[src/rtl/slxfr_pkg.sv]
`default_nettype none

package slxfr_pkg;

	// Configuration register indexes.
	typedef enum logic [0:0] {
		REG_SYNC_FIRST  = 1'b0,
		REG_SYNC_SECOND = 1'b1
	} slxfr_reg_t;

	localparam logic [7:0] SYNC_FIRST_RST  = 8'hAA;
	localparam logic [7:0] SYNC_SECOND_RST = 8'h55;

	// Deframer phases.
	typedef enum logic [1:0] {
		ST_HUNT   = 2'd0,
		ST_SYNC2  = 2'd1,
		ST_LENGTH = 2'd2,
		ST_BODY   = 2'd3
	} slxfr_state_t;

	typedef struct packed {
		logic       data_valid;
		logic [7:0] data_byte;
		logic       frame_end;
		logic       frame_good;
	} slxfr_result_t;

endpackage

`default_nettype wire

[src/rtl/slxfr_if.sv]
`default_nettype none

interface slxfr_rx_if;
	logic       valid;
	logic       ready;
	logic [7:0] rx_byte;

	modport source (output valid, output rx_byte, input ready);
	modport sink (input valid, input rx_byte, output ready);
endinterface

interface slxfr_res_if;
	logic       valid;
	logic       ready;
	logic       data_valid;
	logic [7:0] data_byte;
	logic       frame_end;
	logic       frame_good;

	modport source (output valid, output data_valid, output data_byte,
		output frame_end, output frame_good, input ready);
	modport sink (input valid, input data_valid, input data_byte,
		input frame_end, input frame_good, output ready);
endinterface

`default_nettype wire

[src/rtl/sync_length_xor_frame_receiver_core.sv]
// A byte accepted from the input is registered in stage one; its result is then registered
// in stage two, which drives the result port and holds it until it is taken.
// Throughput: one byte per cycle while the result side keeps up; each byte updates the frame state
// (phase, remaining length and running XOR) once. A stalled result holds stage two.
// Reset (arst_n low, asynchronous): hunting for the first sync byte, both
// pipeline stages empty, sync registers back to 0xAA and 0x55.
`default_nettype none

module sync_length_xor_frame_receiver_core (
	input  wire logic       clk,
	input  wire logic       arst_n,
	slxfr_rx_if.sink        rx,
	slxfr_res_if.source     res,
	input  wire logic       cfg_write,
	input  wire logic [0:0] cfg_index,
	input  wire logic [7:0] cfg_data
);

	// Stage one holds the received byte; stage two holds the finished result.
	// Each stage moves on whenever the stage after it is empty or being
	// emptied, so a new transaction is taken every cycle while the result
	// side keeps up. A stalled result holds stage two, and stage one as well
	// once it is full, at which point the input is stalled.

	logic [7:0] sync_first;
	logic [7:0] sync_second;

	logic       vld_s1;
	logic [7:0] rx_byte_s1;
	logic       vld_s2;
	slxfr_pkg::slxfr_result_t res_s2;
	slxfr_pkg::slxfr_result_t result;

	logic adv_s2;
	logic step;

	slxfr_cfg u_cfg (
		.clk        (clk),
		.arst_n     (arst_n),
		.cfg_write  (cfg_write),
		.cfg_index  (cfg_index),
		.cfg_data   (cfg_data),
		.sync_first (sync_first),
		.sync_second(sync_second)
	);

	// Stage two can take a new result when it is empty or its result leaves now.
	assign adv_s2   = !vld_s2 || res.ready;
	// The frame state advances exactly once per byte, when it moves into stage two.
	assign step     = vld_s1 && adv_s2;
	assign rx.ready = !vld_s1 || adv_s2;

	always_ff @(posedge clk or negedge arst_n) begin
		if (!arst_n) begin
			vld_s1 <= 1'b0;
		end else if (rx.ready) begin
			vld_s1 <= rx.valid;
		end
	end

	always_ff @(posedge clk) begin
		if (rx.ready && rx.valid) begin
			rx_byte_s1 <= rx.rx_byte;
		end
	end

	slxfr_parse u_parse (
		.clk        (clk),
		.arst_n     (arst_n),
		.step       (step),
		.rx_byte    (rx_byte_s1),
		.sync_first (sync_first),
		.sync_second(sync_second),
		.result     (result)
	);

	always_ff @(posedge clk or negedge arst_n) begin
		if (!arst_n) begin
			vld_s2 <= 1'b0;
		end else if (adv_s2) begin
			vld_s2 <= vld_s1;
		end
	end

	always_ff @(posedge clk) begin
		if (step) begin
			res_s2 <= result;
		end
	end

	// Every received byte yields exactly one result transaction; bytes outside
	// a frame give a result with all flags low and a zero data byte.
	assign res.valid      = vld_s2;
	assign res.data_valid = res_s2.data_valid;
	assign res.data_byte  = res_s2.data_byte;
	assign res.frame_end  = res_s2.frame_end;
	assign res.frame_good = res_s2.frame_good;

endmodule

`default_nettype wire

[src/rtl/slxfr_cfg.sv]
`default_nettype none

module slxfr_cfg (
	input  wire logic       clk,
	input  wire logic       arst_n,
	input  wire logic       cfg_write,
	input  wire logic [0:0] cfg_index,
	input  wire logic [7:0] cfg_data,
	output logic [7:0]      sync_first,
	output logic [7:0]      sync_second
);

	logic [7:0] sync_first_q;
	logic [7:0] sync_second_q;

	always_ff @(posedge clk or negedge arst_n) begin
		if (!arst_n) begin
			sync_first_q  <= slxfr_pkg::SYNC_FIRST_RST;
			sync_second_q <= slxfr_pkg::SYNC_SECOND_RST;
		end else if (cfg_write) begin
			unique case (slxfr_pkg::slxfr_reg_t'(cfg_index))
				slxfr_pkg::REG_SYNC_FIRST:  sync_first_q  <= cfg_data;
				slxfr_pkg::REG_SYNC_SECOND: sync_second_q <= cfg_data;
			endcase
		end
	end

	assign sync_first  = sync_first_q;
	assign sync_second = sync_second_q;

endmodule

`default_nettype wire

[src/rtl/slxfr_parse.sv]
`default_nettype none

module slxfr_parse (
	input  wire logic              clk,
	input  wire logic              arst_n,
	input  wire logic              step,
	input  wire logic [7:0]        rx_byte,
	input  wire logic [7:0]        sync_first,
	input  wire logic [7:0]        sync_second,
	output slxfr_pkg::slxfr_result_t result
);

	slxfr_pkg::slxfr_state_t state_q, state_d;
	logic [7:0] remain_q, remain_d;
	logic [7:0] xor_q, xor_d;
	logic [7:0] xor_next;

	always_ff @(posedge clk or negedge arst_n) begin
		if (!arst_n) begin
			state_q  <= slxfr_pkg::ST_HUNT;
			remain_q <= '0;
			xor_q    <= '0;
		end else if (step) begin
			state_q  <= state_d;
			remain_q <= remain_d;
			xor_q    <= xor_d;
		end
	end

	assign xor_next = xor_q ^ rx_byte;

	// remain_q counts the payload bytes still due; at zero the byte is the checksum.
	always_comb begin
		state_d  = state_q;
		remain_d = remain_q;
		xor_d    = xor_q;
		result   = '0;
		unique case (state_q)
			slxfr_pkg::ST_HUNT: begin
				if (rx_byte == sync_first) state_d = slxfr_pkg::ST_SYNC2;
			end
			slxfr_pkg::ST_SYNC2: begin
				state_d = (rx_byte == sync_second) ? slxfr_pkg::ST_LENGTH
				                                   : slxfr_pkg::ST_HUNT;
			end
			slxfr_pkg::ST_LENGTH: begin
				remain_d = rx_byte;
				xor_d    = rx_byte;
				state_d  = slxfr_pkg::ST_BODY;
			end
			slxfr_pkg::ST_BODY: begin
				xor_d = xor_next;
				if (remain_q == 8'd0) begin
					result.frame_end  = 1'b1;
					result.frame_good = (xor_next == 8'd0);
					state_d           = slxfr_pkg::ST_HUNT;
				end else begin
					result.data_valid = 1'b1;
					result.data_byte  = rx_byte;
					remain_d          = remain_q - 8'd1;
				end
			end
		endcase
	end

endmodule

`default_nettype wire

[src/flat_wrapper.sv]
// flat-port wrapper written by rule: the top's interface ports become plain ports
module sync_length_xor_frame_receiver_core_flat 
  (clk, arst_n, cfg_write, cfg_index, cfg_data, rx_valid, rx_rx_byte, rx_ready, res_valid, res_data_valid, res_data_byte, res_frame_end, res_frame_good, res_ready);
  slxfr_rx_if rx_i ();
  slxfr_res_if res_i ();
  input  wire logic clk;
  input  wire logic arst_n;
  input  wire logic cfg_write;
  input  wire logic [0:0] cfg_index;
  input  wire logic [7:0] cfg_data;
  input wire logic [$bits(rx_i.valid)-1:0] rx_valid;
  input wire logic [$bits(rx_i.rx_byte)-1:0] rx_rx_byte;
  output wire logic [$bits(rx_i.ready)-1:0] rx_ready;
  output wire logic [$bits(res_i.valid)-1:0] res_valid;
  output wire logic [$bits(res_i.data_valid)-1:0] res_data_valid;
  output wire logic [$bits(res_i.data_byte)-1:0] res_data_byte;
  output wire logic [$bits(res_i.frame_end)-1:0] res_frame_end;
  output wire logic [$bits(res_i.frame_good)-1:0] res_frame_good;
  input wire logic [$bits(res_i.ready)-1:0] res_ready;
  assign rx_i.valid = rx_valid;
  assign rx_i.rx_byte = rx_rx_byte;
  assign rx_ready = rx_i.ready;
  assign res_valid = res_i.valid;
  assign res_data_valid = res_i.data_valid;
  assign res_data_byte = res_i.data_byte;
  assign res_frame_end = res_i.frame_end;
  assign res_frame_good = res_i.frame_good;
  assign res_i.ready = res_ready;
  sync_length_xor_frame_receiver_core u_core (.clk(clk), .arst_n(arst_n), .rx(rx_i), .res(res_i), .cfg_write(cfg_write), .cfg_index(cfg_index), .cfg_data(cfg_data));
endmodule
[config.mk]
export PLATFORM = sky130hd
export DESIGN_NAME = sync_length_xor_frame_receiver_core_flat
export DESIGN_NICKNAME = d
export VERILOG_FILES = /design/src/rtl/slxfr_pkg.sv /design/src/rtl/slxfr_if.sv /design/src/rtl/sync_length_xor_frame_receiver_core.sv /design/src/rtl/slxfr_cfg.sv /design/src/rtl/slxfr_parse.sv /design/src/flat_wrapper.sv
export SDC_FILE = /design/constraint.sdc
export NUM_CORES = 1
export LEC_CHECK = 0
export BUFFER_PORTS_ARGS = -buffer_cell sky130_fd_sc_hd__buf_2
export CAP_MARGIN = 20
export CORE_MARGIN = 2
export CORE_UTILIZATION = 45
export DETAILED_ROUTE_END_ITERATION = 8
export SETUP_SLACK_MARGIN = 0.1
export SLEW_MARGIN = 20
export SYNTH_ARGS = -nofsm -noshare
export SYNTH_HDL_FRONTEND = slang
export SYNTH_HIERARCHICAL = 1
export SYNTH_SLANG_ARGS = --single-unit
[constraint.sdc]
create_clock -name clk -period 2.6 [get_ports clk]
set_input_delay 0.26 -clock clk [delete_from_list [all_inputs] [get_ports clk]]
set_output_delay 0.26 -clock clk [all_outputs]
set_load 0.02 [all_outputs]
== Yosys cells after proc, flatten, opt, wreduce, memory -nomap -nowiden ==
Index checks and enable logic that the tools add are counted.
W data, S select, Z words.

* Output and inout bits: 13
* Bits in read-only memories: 0
* Memories kept: 0
* Bits in writable memories: 0
* Bits in latches: 0
* Register bits: 55

* Magnitude comparators: 0
* $add $sub $neg: 1
* Shifts and indexed selects: 0
* $mul: 0
* Multiplexer cells: 9
* Divide/modulo/power cells: 0
* Reductions and logical operators: 17
* Equal/unequal tests: 8
* Bitwise operators: 3

{| class="wikitable"
|+ Operators by type and width
! operator !! count
|-
| $pmux W8 S2 || 2
|-
| $eq A8 B8 Y1 || 2
|-
| $logic_not A8 Y1 || 2
|-
| $mux W9 || 1
|-
| $mux W2 || 4
|-
| $mux W8 || 1
|-
| $pmux W2 S4 || 1
|-
| $reduce_and A2 Y1 || 4
|-
| $sub A8 B1 Y8 const B || 1
|-
| $xor A8 B8 Y8 || 1
|-
| $ne A2 B2 Y1 const B || 3
|-
| $reduce_and A3 Y1 || 2
|-
| $eq A2 B2 Y1 const B || 2
|-
| $eq A2 B1 Y1 const B || 1
|-
| $logic_and A1 B1 Y1 || 2
|-
| $logic_not A1 Y1 || 2
|-
| $logic_not A2 Y1 || 1
|-
| $logic_or A1 B1 Y1 || 2
|-
| $not A1 Y1 || 2
|-
| $reduce_bool A2 Y1 || 1
|-
| $reduce_or A2 Y1 || 1
|}

== Logic depth before layout (Yosys ltp) ==
Gate-level depths: netlist (run 1).

* Word-level depth: 4
* Depth in mapped cells: 7
* Gate-level depth less buffers: 6

== Cells and area by module ==
Netlist (run 1), hierarchy kept.

{| class="wikitable"
|+ By module, submodules not included
! module !! seq. area each (µm²) !! area an instance (µm²) !! times used !! cells each
|-
| slxfr_parse || 450.4 || 1373.8 || 1 || 160
|-
| sync_length_xor_frame_receiver_core || 620.6 || 674.4 || 1 || 27
|-
| slxfr_cfg || 410.4 || 651.9 || 1 || 35
|}

== Worst setup path after synthesis (run 1) ==
Ideal clock, no wire load.

* Kind: register -> register
* Start: reg u_core.vld_s2 (netlist: u_core/res.valid)
* End: reg u_core.u_parse.remain_q[0]
* Library setup time: 0.123 ns
* Stages on the path, launching flop included: 8
* Required time: 2.477 ns
* Arrival: 1.746 ns
* Clock period less this slack: 1.869 ns
* Path slack: 0.731 ns
* Path buffers: 1
* Path through: dfrtp_1 > nand2b_1 > and2_1 > nand2_1 > a31o_4 > buf_6 > mux2i_1 > o21ai_2

* Longest elaborated chain between the ends: 4

{| class="wikitable"
|+ Ends and longest elaborated chain
! element !! line !! text
|-
| from (decl) || sync_length_xor_frame_receiver_core.sv:30 || <nowiki>logic vld_s2;</nowiki>
|-
| from (signal assigned) || sync_length_xor_frame_receiver_core.sv:81 || <nowiki>vld_s2 <= vld_s1;</nowiki>
|-
| $logic_not A1 Y1 || sync_length_xor_frame_receiver_core.sv:48 || <nowiki>assign adv_s2 = !vld_s2 || res.ready;</nowiki>
|-
| $logic_or A1 B1 Y1 || sync_length_xor_frame_receiver_core.sv:48 ||
|-
| $logic_and A1 B1 Y1 || sync_length_xor_frame_receiver_core.sv:50 || <nowiki>assign step = vld_s1 && adv_s2;</nowiki>
|-
| via u_core.step || sync_length_xor_frame_receiver_core.sv:35 || <nowiki>logic step;</nowiki>
|-
| $reduce_and A3 Y1 (no line) || -- ||
|-
| to (signal assigned) || slxfr_parse.sv:25 || <nowiki>remain_q <= remain_d;</nowiki>
|-
| to (decl) || slxfr_parse.sv:14 || <nowiki>logic [7:0] remain_q, remain_d;</nowiki>
|}

The timed path passes the listed nets, and every way through them passes these cells.
A chain may end at the register's enable or synchronous reset.

== Worst setup path in the final report (run 1) ==
* Start: reg u_core.vld_s2 (netlist: u_core/res.valid)
* End: reg u_core.u_parse.xor_q[5]

* Longest elaborated chain between the ends: 4

{| class="wikitable"
|+ Ends and longest elaborated chain
! element !! line !! text
|-
| $logic_not A1 Y1 || sync_length_xor_frame_receiver_core.sv:48 ||
|-
| $logic_or A1 B1 Y1 || sync_length_xor_frame_receiver_core.sv:48 ||
|-
| $logic_and A1 B1 Y1 || sync_length_xor_frame_receiver_core.sv:50 ||
|-
| via u_core.step || sync_length_xor_frame_receiver_core.sv:35 ||
|-
| $reduce_and A2 Y1 (no line) || -- ||
|-
| to (signal assigned) || slxfr_parse.sv:26 || <nowiki>xor_q <= xor_d;</nowiki>
|-
| to (decl) || slxfr_parse.sv:15 || <nowiki>logic [7:0] xor_q, xor_d;</nowiki>
|}

The timed path passes the listed nets, and every way through them passes these cells.

==> results of run 1 <==
final cells by class:
| cell class | count | area, um2 |
|---|---|---|
| Inverter | 5 | 18.8 |
| Clock buffer | 7 | 76.3 |
| Fill cell | 514 | 2870 |
| Tap cell | 75 | 93.8 |
| Timing Repair Buffer | 36 | 185 |
| Sequential cell | 55 | 1480 |
| Clock inverter | 1 | 5.00 |
| Multi-Input combinational cell | 149 | 1120 |
sequential cells by signal, indices dropped and copies added (netlist names), 8 cells and up, named ones only:
| register | count |
|---|---|
| u_core/res.data_byte | 8 |
| u_core/rx_byte_s1 | 8 |
| u_core/u_parse/xor_q | 8 |
| u_core/u_cfg/sync_second | 8 |
| u_core/u_cfg/sync_first | 8 |
| u_core/u_parse/remain_q | 8 |
worst paths after layout:
kind	startpoint	slack [ns]	cells past startpoint	to
worst max register to register	u_core/res.valid$_DFFE_PN0P_	0.79	6	u_core/u_parse/xor_q[5]$_DFFE_PN0P_
max in group asynchronous	arst_n	2.03	1	u_core/u_cfg/sync_first[6]$_DFFE_PN0P_
worst min register to register	u_core/u_cfg/sync_second[7]$_DFFE_PN0P_	0.54	1	u_core/u_cfg/sync_second[7]$_DFFE_PN0P_
min in group clk	rx_rx_byte[7]	0.13	1	u_core/rx_byte_s1[7]$_DFFE_PP_
worst min-delay path	arst_n	0.05	1	u_core/u_parse/remain_q[3]$_DFFE_PN0P_
worst max-delay path	u_core/res.valid$_DFFE_PN0P_	0.79	6	u_core/u_parse/xor_q[5]$_DFFE_PN0P_
per-layer routing:
metal  vias to the layer above  GRT usage, %  routed length, um
met3                         2          3.52                340
met1                       846          24.1               2350
met5                         -             0                  0
met2                        52          26.9               2430
li1                        846             -                  -
met4                         0          6.10                 31
cell families (layout without fill, tap and decap cells):
logic type	count (synthesis)	in the layout	synth area share [%]
DFF	55	55	54.9
buffers and inverters	18	49	3.52
xor gates and xnor gates	24	24	7.79
and+or+nand+nor	63	63	13.9
AOI/OAI and AO/OA	43	43	10.8
muxes	17	17	8.16
adders and majority gates	2	2	0.927
layout by cell type (no fill, tap or decap), drive strengths merged:
cell / count
a21oi: 15
clkinv: 1
nor3: 3
nor4b: 1
o21a: 2
mux2i: 1
a31oi: 2
buf: 36
dfrtp: 28
a32oi: 1
dfstp: 8
a2bb2oi: 1
a311oi: 8
ha: 2
o22a: 2
a22oi: 1
nand3b: 3
inv: 5
nand2b: 4
nor2b: 1
xnor2: 9
edfxtp: 19
mux2: 16
nor4: 5
and2: 12
nand2: 13
nand4: 3
xor2: 15
a211oi: 1
a31o: 1
o21ai: 9
clkbuf: 7
nor2: 18
report_power, final:
group          internal [mW]  total, mW  switching [mW]
combinational          0.258      0.537           0.279
sequential              1.06       1.24           0.179
clock                  0.190      0.452           0.262
total                   1.51       2.23           0.721
==> qor.yml, run 1 <==
outcome: "finished clean"
synthTopCellsByCount: "dfrtp_1 (28), edfxtp_1 (19), nor2_1 (18)"
powerDensity_nw_per_um2: 748
grt-ovfl-total: 0
synth_top_area_cell: "dfrtp_1"
grt_pass1_vias: 1701
ys_async_sr_fraction_pct: 65.5
synthTopCellsByArea: "dfrtp_1 (26%), edfxtp_1 (21%), dfstp_2 (7.8%)"
leakagePower_nw: 1.23
grt_max_degree: 37
synth-seq-area-share_pct: 54.9
drt_pass1_iterations: 4
maxSlewViolCount: 0
fin_worst_skew_ns: 0.0129
areaGrowthSynthToFinish_pct: 10.5
cp-end-kind: "flop"
ant_nets: 0
dpl-instance-area_um2: 2900
syn_area_per_cell_um2: 12.2
start_util_pct: 46.2
synth_most_common_cell: "dfrtp_1"
clockRootBuffer: "clkbuf_8"
netlist_area_um2: 2700
clock_latency_ns: 0.30
fp.coreArea_um2: 5850
clk_pin_slew_ns: 0.10
port_buffers: 34
stdcell_count: 328
slew_headroom_pct: 45.2
max_freq_mhz: 553
rows: 28
critPathMaxStageDelay_ns: 0.43
cpMostUsedCell: "and2_1"
fin_util_pct: 51.0
n_antenna_cell: 0
synth_flop_cell: "dfrtp_1"
cts-htree-levels: 2
numCtsBuffers: 5
viasPerCell: 5.32
ctsResizeCount: 0
crit_fanout: 12
crit_type: "flop to flop"
drt_wl_total_um: 5150
clk_path_buf_depth: 2
synth_seq_cells: 55
synth_cells: 222
dp_cells: 320
pre_cts_ws_ns: 0.792
total_power_mw: 2.23
cap_violations: 0
die_area_um2: 6640
wl_per_cell_um: 15.7
yosysTopAreaCellShare_pct: 25.9
vdd_drop_max_mv: 0.329
setup_slack_ns: 0.793
drive_gt1_share_pct: 30.0
cts_tree: "done"
vias: 1746
crit_family: "simple AND/OR/NAND/NOR gates"
rsz0062_at_grt: "false"
die_x_um: 81.5
cp.required_ns: 2.75
route.detailed.drc: 0
finalSetupTns_ns: 0
finalHoldViolations: 0
post-cts-setup-buffers: 0
fin_crit_sh_pct: 69.5
path_cells: "nand2b_1, and2_1, and2_1, nand2_1, a21oi_1, a311oi_1"
synthDistinctLibCells: 41
clock_sinks: 55
path_buf_inv: 0
hp-class: "input pin to asynchronous set/reset pin"
fin_crit_ns: 1.81
start_kind: "flop"
ys_warn_count: 6
place_hpwl_um: 3480
timing.hold.ws_ns: 0.0487
slowest_stage: "dfrtp_1"
grtUsageTotal_pct: 17.3
worstPathArrival_ns: 1.96
cts_hold_buf: 0
worstMarginPinSlew_ns: 0.822
gp_congestion: 0.772
syn-num-nets: 246
final_area_um2: 2980
grt_pass1_wl_um: 8510
die_h_um: 81.5
io_pins: 35
synth_edf_count: 19
antenna_found_initial: 0
setup_viol: 0
layout.nets: 276
first_iter_violations: 123
(Power assumes the default switching activity.)
==> inputs of run 2 (changes only) <==
PLACE_DENSITY = 0.67   (was not set)
clock period = 1.5 ns   (was 2.6 ns; I/O delays follow)
==> run 2 against run 1 <==
Net effect:
- the run now ends with setup timing left
- largest cell class unchanged
- non-clock buffer count is 38 higher
- count of clock-buffer cells in the layout is 2 lower
- final area is 20% higher
- fmax is 19% higher
==> qor.yml, run 2 (synthesized netlist as in run 1, its figures left out) <==
rsz0062_at_grt: "true"
powerDensity_nw_per_um2: 1360
fin_worst_skew_ns: 0.00721
fp.coreArea_um2: 5850
fin_crit_ns: 1.52
numCtsBuffers: 5
worstMarginPinSlew_ns: 0.358
layout.nets: 316
switching_share_pct: 32.8
crit_fanout: 10
leakagePower_nw: 1.49
dpl-instance-area_um2: 3080
grt_pass1_vias: 1881
failed_checks: "setup timing"
route.detailed.drc: 0
dp_cells: 340
clk_pin_slew_ns: 0.10
start_util_pct: 46.2
layout.cells.most_common: "buf_2"
clock_latency_ns: 0.32
start_kind: "flop"
drive_gt1_share_pct: 53.9
viasPerCell: 5.35
path_cells: "inv_2, ha_4, nor4b_4, buf_4, a21oi_4, and2_1"
vias: 1969
max_freq_mhz: 657
cap_violations: 0
fin_crit_sh_pct: 101
vdd_drop_max_mv: 0.786
final_cell_mix: "buf_2 (33), buf_4 (32), dfrtp_1 (27)"
grt_max_degree: 25
port_buffers: 34
p_sw_mw: 1.59
grtUsageTotal_pct: 18.8
combinationalPowerShare_pct: 35.7
cp.required_ns: 1.58
clk_path_buf_depth: 2
drt_wl_total_um: 6020
io_pins: 35
antenna_found_initial: 0
internal-power_mw: 3.25
areaGrowthSynthToFinish_pct: 32.1
maxSlewViolCount: 0
setup_slack_ns: -0.0211
place_hpwl_um: 3990
crit_type: "flop to flop"
finalHoldViolations: 0
grt_pass1_wl_um: 9230
wl_per_cell_um: 16.4
final_area_um2: 3570
cts-htree-levels: 2
pwr-share-clk_pct: 20.7
clock_sinks: 55
ant_nets: 0
gp_congestion: 0.822
drt_pass1_iterations: 4
pwr-share-seq_pct: 43.6
cp-end-kind: "flop"
grt-ovfl-total: 0
cts_tree: "done"
die_area_um2: 6640
stdcell_count: 368
first_iter_violations: 124
worstPathArrival_ns: 1.60
setup_viol: 9
rows: 28
critPathMaxStageDelay_ns: 0.39
die_x_um: 81.5
die_h_um: 81.5
clockRootBuffer: "clkbuf_8"
slew_headroom_pct: 76.1
n_antenna_cell: 0
slowest_stage: "dfrtp_1"
hp-class: "input pin to flop"
outcome: "finished with violations"
run 2: cell count changes in the layout (fill, tap and decap cells not counted), sizes merged:
cell | before | now
a31o | 1 | 2
buf | 36 | 71
clkinv | 1 | 2
and2 | 12 | 13
bufinv | 0 | 1
clkbuf | 7 | 5
dlygate4sd3 | 0 | 3
run 2: worst max-delay path: cells and delay by family, from the launching register on:
family / cells / cell delay, ns
flops: 1 / 0.39
fa+ha+maj: 1 / 0.12
simple gates: 2 / 0.41
buf+inv: 2 / 0.27
compound gates: 1 / 0.09
run 2: repair_timing:
| item | CTS | global route |
|---|---|---|
| buffers inserted | 8 | 8 |
| pin swaps | 10 | 10 |
| hold endpoints to repair | 12 | 2 |
| endpoints found under the setup margin | 27 | 29 |
| hold buffers | 1 | 2 |
| cloned | 2 | 0 |
| gates resized for setup | 21 | 36 |
run 2: worst paths after layout:
path                                                           end  slack [ns]  cells after the start                               startpoint
hold / removal                      u_core/rx_byte_s1[0]$_DFFE_PP_       0.001                      1                            rx_rx_byte[0]
max in group asynchronous  u_core/u_cfg/sync_second[2]$_DFFE_PN1P_        0.71                      3                                   arst_n
setup reg to reg                 u_core/res.data_byte[2]$_DFFE_PP_       -0.02                      6   u_core/u_parse/remain_q[0]$_DFFE_PN0P_
min in group asynchronous      u_core/u_parse/xor_q[0]$_DFFE_PN0P_        0.26                      2                                   arst_n
hold reg to reg            u_core/u_cfg/sync_second[7]$_DFFE_PN0P_        0.53                      1  u_core/u_cfg/sync_second[7]$_DFFE_PN0P_
setup / recovery                 u_core/res.data_byte[2]$_DFFE_PP_       -0.02                      6   u_core/u_parse/remain_q[0]$_DFFE_PN0P_
run 2: per-layer routing:
layer	part of all wire, %	wire, um	global-route usage [%]
met1	44	2680	24.3
met2	51	3080	31.9
met3	2.8	167	2.97
met4	1.6	97	6.61
met5	0	0	0
run 2: power groups by stage:
| stage | Combinational, mW | Sequential (mW) | Clock [mW] |
|---|---|---|---|
| 2_1_floorplan | 0.753 | 2.13 | 0 |
| 5_1_grt | 1.88 | 2.14 | 1.08 |
| 4_1_cts | 1.50 | 2.09 | 1.02 |
| 6_report | 1.73 | 2.11 | 1.00 |
| 3_3_place_gp | 1.20 | 2.11 | 0 |
| 3_5_place_dp | 1.23 | 2.12 | 0 |
run 2: final cells by class:
cell class	instances	area [um2]
repair buffers	74	512
clock buffers	5	68.8
clock inverters	3	43.8
multi-input cells	151	1350
well taps	75	93.8
fillers	460	2280
flip-flops and latches	55	1480
inverters	5	18.8
run 2: stage by stage:
step | setup WS, ns | hold slack [ns] | utilization [%] | power, mW | setup TNS [ns]
global placement | -0.0409 | 0.0811 | 52.7 | 3.31 | -0.0409
finish | -0.0211 | 0.00134 | 61.0 | 4.84 | -0.0994
floorplan | -0.0596 | -0.146 | - | 2.88 | -0.184
detailed placement | -0.104 | 0.0830 | 52.7 | 3.35 | -0.209
global route | -0.104 | 0.00148 | 61.0 | 5.10 | -1.12
CTS | -0.0221 | 0.000931 | 57.2 | 4.61 | -0.127
==> inputs of run 3 (changes only) <==
==> constraint.sdc (replaced) <==
create_clock -name clk -period 1.5 [get_ports clk]
set_input_delay 0.3 -clock clk [delete_from_list [all_inputs] [get_ports clk]]
set_output_delay 0.3 -clock clk [all_outputs]
set_load 0.02 [all_outputs]
==> run 3 against run 2 <==
Net effect:
- the flow still finishes with violations (setup timing)
- first-iteration DRC count up 12%
- combinational power up 2%
- via count up 0.51%
- total power up 0.76%
- fmax down 1.4%
- flip-flop and latch count unchanged
- core utilization up 1.2 points
- largest cell class unchanged
==> qor.yml, run 3 (synthesized netlist as in run 1, its figures left out) <==
port_buffers: 34
start_kind: "flop"
slowest_stage: "dfrtp_1"
powerDensity_nw_per_um2: 1340
layout.nets: 324
failed_checks: "setup timing"
grt_max_degree: 19
leakagePower_nw: 1.54
antenna_found_initial: 0
clock_latency_ns: 0.32
crit_fanout: 5
cp-end-kind: "flop"
clockRootBuffer: "clkbuf_8"
die_x_um: 81.5
route.detailed.drc: 0
first_iter_violations: 139
outcome: "finished with violations"
grt_pass1_vias: 1986
path_buf_inv: 2
total_power_mw: 4.87
start_util_pct: 46.2
finalHoldViolations: 0
max_freq_mhz: 648
fin_worst_skew_ns: 0.0102
nFillCells: 428
io_pins: 35
wl_per_cell_um: 15.5
drt_wl_total_um: 5840
die_area_um2: 6640
fin_crit_ns: 1.54
final_cell_mix: "buf_4 (39), buf_2 (33), dfrtp_1 (27)"
maxSlewViolCount: 0
rows: 28
hp-class: "input pin to flop"
final_area_um2: 3640
grtUsageTotal_pct: 18.9
setup_viol: 10
ant_nets: 0
setup_slack_ns: -0.0430
clk_path_buf_depth: 2
cts-htree-levels: 2
dpl-instance-area_um2: 3130
place_hpwl_um: 3910
worstMarginPinSlew_ns: 0.458
drive_gt1_share_pct: 53.5
vdd_drop_max_mv: 0.979
n_antenna_cell: 0
cp.required_ns: 1.59
grt-ovfl-total: 0
gp_congestion: 0.842
cap_violations: 0
clk_pin_slew_ns: 0.11
slew_headroom_pct: 69.4
path_cells: "inv_2, ha_4, nor4b_4, buf_4, a21oi_4, and2_4"
layout.cells.most_common: "buf_4"
die_h_um: 81.5
numCtsBuffers: 5
grt_pass1_wl_um: 9330
worstPathArrival_ns: 1.64
fp.coreArea_um2: 5850
drt_pass1_iterations: 4
fin_crit_sh_pct: 103
viasPerCell: 5.26
rsz0062_at_grt: "true"
vias: 1979
critPathMaxStageDelay_ns: 0.41
crit_type: "flop to flop"
clock_sinks: 55
areaGrowthSynthToFinish_pct: 34.8
crit_family: "simple AND/OR/NAND/NOR gates"
cts_tree: "done"
finalSetupTns_ns: -0.330
## run 3: changes by cell type in the layout (fill, tap and decap cells not counted), moves of 2 or more
| cell | delta |
|---|---|
| buf_4 | +7 |
| a311oi_1 | +3 |
| a311oi_2 | -3 |
| nor2_2 | -3 |
| o21ai_1 | +3 |
| dlygate4sd3_1 | -2 |
| nor2_1 | +2 |
| nor3_2 | +2 |
| o21ai_2 | -2 |
## run 3: where the power goes
| part | internal, mW | leakage, nW | total, mW | switching (mW) |
|---|---|---|---|---|
| Sequential | 1.85 | 0.619 | 2.10 | 0.251 |
| Clock | 0.503 | 0.0548 | 1.01 | 0.508 |
| Combinational | 0.957 | 0.868 | 1.77 | 0.808 |
## run 3: path summary, 6_finish.rpt
path / startpoint / to / cells after the start / slack, ns
hold reg to reg: u_core/u_cfg/sync_second[1]$_DFFE_PN0P_ / u_core/u_cfg/sync_second[1]$_DFFE_PN0P_ / 1 / 0.54
setup reg to reg: u_core/u_parse/remain_q[0]$_DFFE_PN0P_ / u_core/res.data_byte[2]$_DFFE_PP_ / 6 / -0.04
min in group asynchronous: arst_n / u_core/u_parse/xor_q[4]$_DFFE_PN0P_ / 2 / 0.37
setup / recovery: u_core/u_parse/remain_q[0]$_DFFE_PN0P_ / u_core/res.data_byte[2]$_DFFE_PP_ / 6 / -0.04
max in group asynchronous: arst_n / u_core/u_cfg/sync_first[5]$_DFFE_PN1P_ / 3 / 0.61
hold / removal: rx_rx_byte[4] / u_core/rx_byte_s1[4]$_DFFE_PP_ / 1 / 0.16
## run 3: timing repair
item                                    4_1_cts  5_1_grt
gates resized for setup                      28       27
endpoints found under the hold margin         8        0
endpoints found under the setup margin       27       31
cloned                                        0        2
hold buffers                                  1        0
pin swaps                                     6       12
setup buffers                                17        3
## run 3: per-layer routing
layer,up-vias,part of all wire [%],GRT usage (%)
met5,-,0,0
met4,0,2.8,8.14
met3,13,4.5,3.74
met2,52,51,31.6
met1,962,42,23.9
li1,952,-,-
## run 3: cell type report
cell class	instances	area, um2	share of cell area, %
clock buffers	5	68.8	1.89
clock inverters	3	46.3	1.27
inverters	5	18.8	0.516
multi-input cells	150	1310	36.1
flip-flops and latches	55	1480	40.7
well taps	75	93.8	2.58
repair buffers	83	616	16.9
## run 3: metrics by stage
step / util [%] / cells / hold WS [ns] / worst slack (ns)
2_1_floorplan: - / 222 / 0.00441 / -0.0596
3_3_place_gp: 53.5 / 346 / 0.199 / -0.00904
3_5_place_dp: 53.5 / 346 / 0.197 / -0.0442
4_1_cts: 59.1 / 372 / 0.146 / -0.00345
5_1_grt: 62.2 / 376 / 0.142 / -0.111
6_report: 62.2 / 376 / 0.157 / -0.0430
